`src/rtl/bcp_ram.sv`:
```
// ----------------------------------------------------------------------------
// bcp_ram
// Generic single-clock RAM: one write port, one read port, registered read.
// ----------------------------------------------------------------------------
`default_nettype none

module bcp_ram #(
  parameter int unsigned Width = 8,
  parameter int unsigned Depth = 16
) (
  input  wire logic                     clk_i,
  input  wire logic                     we_i,
  input  wire logic [$clog2(Depth)-1:0] waddr_i,
  input  wire logic [Width-1:0]         wdata_i,
  input  wire logic [$clog2(Depth)-1:0] raddr_i,
  output logic      [Width-1:0]         rdata_o
);

  logic [Width-1:0] mem [Depth];

  always_ff @(posedge clk_i) begin
    if (we_i) begin
      mem[waddr_i] <= wdata_i;
    end
    rdata_o <= mem[raddr_i];
  end

endmodule : bcp_ram

`default_nettype wire

```
`config.mk`:
```
export PLATFORM = sky130hd
export DESIGN_NAME = bcp_ram
export DESIGN_NICKNAME = d
export VERILOG_FILES = /design/src/rtl/bcp_ram.sv
export SDC_FILE = /design/constraint.sdc
export NUM_CORES = 1
export LEC_CHECK = 0
export BUFFER_PORTS_ARGS = -buffer_cell sky130_fd_sc_hd__buf_4
export CAP_MARGIN = 10
export CORE_MARGIN = 1
export CORE_UTILIZATION = 45
export CTS_BUF_LIST = sky130_fd_sc_hd__clkbuf_16
export DETAILED_ROUTE_END_ITERATION = 6
export HOLD_SLACK_MARGIN = 0.08
export PLACE_DENSITY = 0.72
export REMOVE_ABC_BUFFERS = 1
export SLEW_MARGIN = 20
export SYNTH_ARGS = -nofsm -noshare
export SYNTH_HDL_FRONTEND = slang
export SYNTH_SLANG_ARGS = --single-unit
```
`constraint.sdc`:
```
create_clock -name clk_i -period 5 [get_ports clk_i]
set_input_delay 0.5 -clock clk_i [delete_from_list [all_inputs] [get_ports clk_i]]
set_output_delay 0.5 -clock clk_i [all_outputs]
set_load 0.01 [all_outputs]
```
After elaboration in Yosys (flattened, before gate mapping). Memory sizes are Yosys's and may differ from the RTL's. A register that Yosys moved wholly into a read port is not among the register bits. Index checks and enable logic that the tools add are counted. W data, S select, Z words.

Bits in registers: 0. Memory bits (writable): 128. Input bits: 18. Output and inout port bits: 8. Word-level logic and storage cells: 3. Memories: 1.

Mux-type cells: 2.

Memories: mem (depth 16, bits a word 8, rd ports 1, clocked after memory_dff 1, wr ports 1, RTL line 19) `logic [Width-1:0] mem [Depth];`.

Operators by type and width (count): $mux W1 (2).

Longest topological paths before layout. Gate-level depths: netlist of run 1.

Depth in word-level cells: 2. Gate-level depth with buffers: 5. Gate-level depth less buffers: 3.

Worst setup path after synthesis of run 1. Ideal clock, no wire load.

Path type: input-to-reg. Start point: input waddr_i[2]. End point: memory mem[0][0], enable pin. Library setup time: 0.383 ns. Arrival: 1.610 ns. Data required time: 4.617 ns. Setup slack: 3.007 ns. Stages: 2. Cell sequence: or3b_2 -> nor3_1.

RTL lines: from (decl) (RTL line 13) `input wire logic [$clog2(Depth)-1:0] waddr_i,`; to (decl) (RTL line 19).

No word-level cell before the write port.

Final worst setup path of run 1.
Start point: input waddr_i[2]. End point: memory mem[2][6], enable pin.

No word-level cell before the write port.

==> run metrics, run 1 <==
outcome=finished, final reports clean; maximum VDD drop=0.283 mV; PostCTS Resize Cnt=0; Least-Margin Pin Slew=1050 ps; Final setup viols=0; Placed Instances=roughly 390; CTS max path bufs=2; Slew HR=0.297; Worst Slack Setup Final=3210 ps; height of the die=109 microns; number of core rows=38; Post-Place Worst Slack=2520 ps; Root Driver=clkbuf_16; CP Class=in2reg; most frequent cells in the layout=edfxtp_1 (128), buf_4 (27), mux4_2 (18); yosys warns=0; Setup crit end kind=flop; initial DRC count=217; Vias/cell=5.63; Fmax achieved=557 MHz; RSZ-0062 raised after global routing=no; Filler cells=approximately 800; mapped cell area=5150 sq um; pwr dens=424 nW/um^2; Yosys reg bits=~140; crit share post-route=0.359; CTS tree=yes; most common cell after layout, fill and taps aside=edfxtp_1; ANT cells=0; DIE WIDTH=109 microns; Max FO, Critical Path=8; ANT nets after route=0; register clock-pin slew on the reported worst setup and hold paths=60 ps; Leak=0.00199 uW; IO Count=26; final cell count without fillers=418; CP Data Required Time=between 5000 and 6000 ps; Cells after Synth=229; drt pass-1 iters=4; largest net degree at the start of global routing=33; cts bufs inserted=17; RD Place Congestion=0.728; # Post-CTS Setup Buffers=0; Worst Skew=7.69 ps; Via Count=2352; final WL=just over 9000 microns; vias in the first global route=between 2000 and 3000; H-tree depth=4; crit path DAT=1820 ps; average size of a mapped cell=22.5 sq um; fin. max-slew vios=0; cts-stage hold buffer count=0; layout cell share with drive strength beyond 1=0.277; Max Cap Violations=0; worst hold stages=1; final setup TNS=0 ps; die area=about 12000 sq um; initial antenna violation count=0; post-layout minimum cycle time=about 1800 ps; global route overflow=0; first-pass GRT wire length=14300 microns; detailed-placement wirelength estimate=roughly 5400 microns; Final Hold Viols=0; Worst-Skew Late Latency=400 ps; Worst Hold Class=in2reg; Worst Reg2Reg Path Length in Cells=3; Synth cell types=19; Residual DRC=0; startpoint class of the critical path=primary input; nets=between 200 and 300; core area=11000 sq um; CTS sink count=136; Initial Utilization=0.469; sequential area share after synthesis=0.778; Synth-to-Final Area Change=16.6%; PortBufs=25; Avg WL per Cell=between 20 and 25 microns; Total GRT Usage=0.180
kinds of logic (layout without fill, tap and decap cells):
| family | count (synthesis) | after routing | synth area share |
|---|---|---|---|
| AOI/OAI and AO/OA | 16 | 16 | 0.0233 |
| buffers and inverters | 10 | 59 | 0.0168 |
| DFF | 136 | 136 | 0.778 |
| muxes | 32 | 32 | 0.150 |
| and+or+nand+nor | 35 | 35 | 0.0318 |
synthesized netlist by cell type, drive strengths merged:
cell type      instances  area share
a22oi                 16       0.023
and2                   1      0.0012
and2b                  1      0.0015
buf                    7       0.011
clkdlybuf4s25          3      0.0058
dfxtp                  8       0.031
edfxtp               128        0.75
mux4                  32        0.15
nand2                  9      0.0066
nand2b                 2      0.0024
nand3                  1     0.00097
nand3b                 2      0.0029
nor2                  13      0.0095
nor2b                  1      0.0012
nor3                   4      0.0039
or3b                   1      0.0017
state kept, by name (all words and copies together), names as in the netlist:
| name | cells |
|---|---|
| mem | 128 |
| rdata_o | 8 |
final cells by class:
class	count	area (sq um)	share of cell area
clock buffer	17	425	0.0709
clock inverter	15	129	0.0215
multi-input combinational	83	1070	0.178
sequential	136	4000	0.667
tap	140	175	0.0292
timing repair buffer	27	203	0.0338
critical path: stages:
cell and delay, ps:
buf_4 120, or3b_2 520, nor2_1 680
report_power, final:
part           total, uW  internal [uW]  switching [uW]
clock               1150            684             463
combinational        119           53.4            65.9
sequential          1280           1270            6.69
metrics by stage:
| step | total power [uW] | instance area [sq um] | utilization | hold slack [ps] |
|---|---|---|---|---|
| floorplan | 1360 | 5060 | - | 599 |
| global placement | 1420 | 5440 | 0.496 | 656 |
| detailed placement | 1430 | 5440 | 0.496 | 671 |
| CTS | 2560 | 6000 | 0.546 | 386 |
| global route | 2620 | 6000 | 0.547 | 397 |
| finish | 2550 | 6000 | 0.547 | 403 |
routing by layer:
metal	GRT usage	up-vias	share of wire
met2	0.292	72	0.52
met1	0.231	1226	0.42
met3	0.0484	2	0.052
met5	0	-	0
li1	-	1052	-
met4	0.0734	0	0.0066
worst paths after layout:
check | from | endpoint | slack [ps]
min | wdata_i[4] | mem[4][4] | 400
max reg2reg | mem[6][6] | rdata_o[6] | 3620
min reg2reg | mem[15][7] | rdata_o[7] | 680
max | waddr_i[2] | mem[2][6] | 3210
No activity file was read; power rests on OpenSTA's default activity.
==> inputs of run 2 (changes only) <==
--- a/config.mk
+++ b/config.mk
@@ -12,7 +12,7 @@
 export CTS_BUF_LIST = sky130_fd_sc_hd__clkbuf_16
 export DETAILED_ROUTE_END_ITERATION = 6
 export HOLD_SLACK_MARGIN = 0.08
-export PLACE_DENSITY = 0.72
+export PLACE_DENSITY = 0.74
 export REMOVE_ABC_BUFFERS = 1
 export SLEW_MARGIN = 20
 export SYNTH_ARGS = -nofsm -noshare
==> constraint.sdc (replaced) <==
create_clock -name clk_i -period 1.5 [get_ports clk_i]
set_input_delay 0.15 -clock clk_i [delete_from_list [all_inputs] [get_ports clk_i]]
set_output_delay 0.15 -clock clk_i [all_outputs]
set_load 0.01 [all_outputs]
==> run metrics, run 2 (synthesized netlist as in run 1, its figures left out) <==
outcome=finished, final reports clean; worst hold stages=4; final WL=about 10000 microns; core area=about 11000 sq um; sw frac=0.201; Max Cap Violations=0; PostCTS Resize Cnt=0; Least-Margin Pin Slew=just over 800 ps; Internal=7260 uW; Worst Slack Setup Final=109 ps; clock share of power=0.479; Multi-input gate area=1060 sq um; Top reg by flops=mem; height of the die=109 microns; Via Count=2516; RD Place Congestion=0.729; worst reg2reg path startpoint=mem[9][3]; first-pass GRT wire length=15400 microns; Final setup viols=0; Worst Skew=approximately 6.5 ps; Final Hold Viols=0; startpoint class of the critical path=flop; Residual DRC=0; # Post-CTS Setup Buffers=0; Sequential Power Share=0.471; Worst Reg2Reg Path Length in Cells=3; CTS max path bufs=2; Vias/cell=between 5 and 6; cts bufs inserted=17; Psw=1820 uW; Initial Utilization=0.469; drt pass-1 iters=4; CTS sink count=136; Leak=approximately 0.0022 uW; Fmax achieved=a little over 700 MHz; detailed-placement wirelength estimate=approximately 6100 microns; initial antenna violation count=0; register clock-pin slew on the reported worst setup and hold paths=roughly 60 ps; number of core rows=38; CP Class=reg2reg; placed inst area=5680 sq um; hold_ws=about 260 ps; Worst Hold Path EP=rdata_o[4]; largest net degree at the start of global routing=23; Gate power share=0.051; Largest register FFs=about 130; global route overflow=0; hold_sp=raddr_i[1]; Synth-to-Final Area Change=24.0%; PortBufs=25; post-layout minimum cycle time=around 1400 ps; Avg WL per Cell=22.5 microns; Filler cells=780; Worst-Skew Late Latency=410 ps; Root Driver=clkbuf_16; maximum VDD drop=0.818 mV; initial DRC count=between 150 and 200; crit path DAT=1680 ps; most common cell after layout, fill and taps aside=edfxtp_1; post-route design area=6380 sq um; RSZ-0062 raised after global routing=no; layout cell share with drive strength beyond 1=0.331; H-tree depth=4; die area=11900 sq um; r2r endpoint=rdata_o[3]; total power=roughly 9000 uW; most frequent cells in the layout=edfxtp_1 (128), buf_4 (48), mux4_2 (18); register area=around 4000 sq um; nets=~320; fin. max-slew vios=0; pwr dens=1420 nW/um^2; vias in the first global route=2549; Total GRT Usage=0.193; Slew HR=0.449; CP Data Required Time=between 1500 and 2000 ps; CTS tree=yes; crit share post-route=0.927; r2r setup slk=110 ps; IO Count=26; Max FO, Critical Path=1; Post-Place Worst Slack=-75.0 ps; cts-stage hold buffer count=8; Setup crit end kind=flop; largest registers=mem: 128 flops, rdata_o: 8 flops; Worst Hold Class=in2reg; ANT nets after route=0; DIE WIDTH=109 microns; ANT cells=0; Util after Layout=0.581
run 2: cell count changes in the layout (fill, tap and decap cells not counted), sizes merged:
cell         change
buf             +25
bufinv           +3
dlygate4sd3      +8
inv              -3
run 2: area by class of cell:
class,count,share of cell area
clock buffer,17,0.0667
clock inverter,15,0.0314
multi-input combinational,83,0.166
sequential,136,0.627
tap,140,0.0274
timing repair buffer,60,0.0816
run 2: critical path, stage by stage, from the launching register on:
cell and delay, ps:
edfxtp_1 360, mux4_1 500, a22oi_1 320, nand2_1 100
run 2: power by group through the flow:
| stage | sequential, uW | clock, uW | combinational (uW) |
|---|---|---|---|
| after floorplan | 4360 | 0 | 170 |
| after global placement | 4350 | 0 | 433 |
| after detailed placement | 4360 | 0 | 442 |
| after CTS | 4280 | 4380 | 465 |
| after global routing | 4280 | 4540 | 493 |
| final | 4280 | 4350 | 459 |
run 2: worst max path at each step:
stage | from | to | slack, ps | cells past startpoint
floorplan | waddr_i[2] | mem[0][0] | -140 | 2
global placement | raddr_i[0] | rdata_o[3] | -50 | 5
detailed placement | raddr_i[0] | rdata_o[3] | -70 | 5
CTS | mem[8][3] | rdata_o[3] | 90 | 3
global route | mem[9][3] | rdata_o[3] | 20 | 3
finish | mem[9][3] | rdata_o[3] | 110 | 3
run 2: metal layers:
metal  vias up  wire, microns  track usage
li1       1109              -            -
met3         8            684       0.0586
met2        95           5060        0.299
met4         0            101       0.0705
met1      1304           4280        0.260
met5         -              0            0
run 2: stage by stage:
| stage | setup TNS [ps] | std cells |
|---|---|---|
| 6_report | 0 | 451 |
| 5_1_grt | 0 | 451 |
| 4_1_cts | 0 | 451 |
| 3_5_place_dp | -75.0 | 411 |
| 3_3_place_gp | -51.5 | 411 |
| 2_1_floorplan | -1140 | 219 |
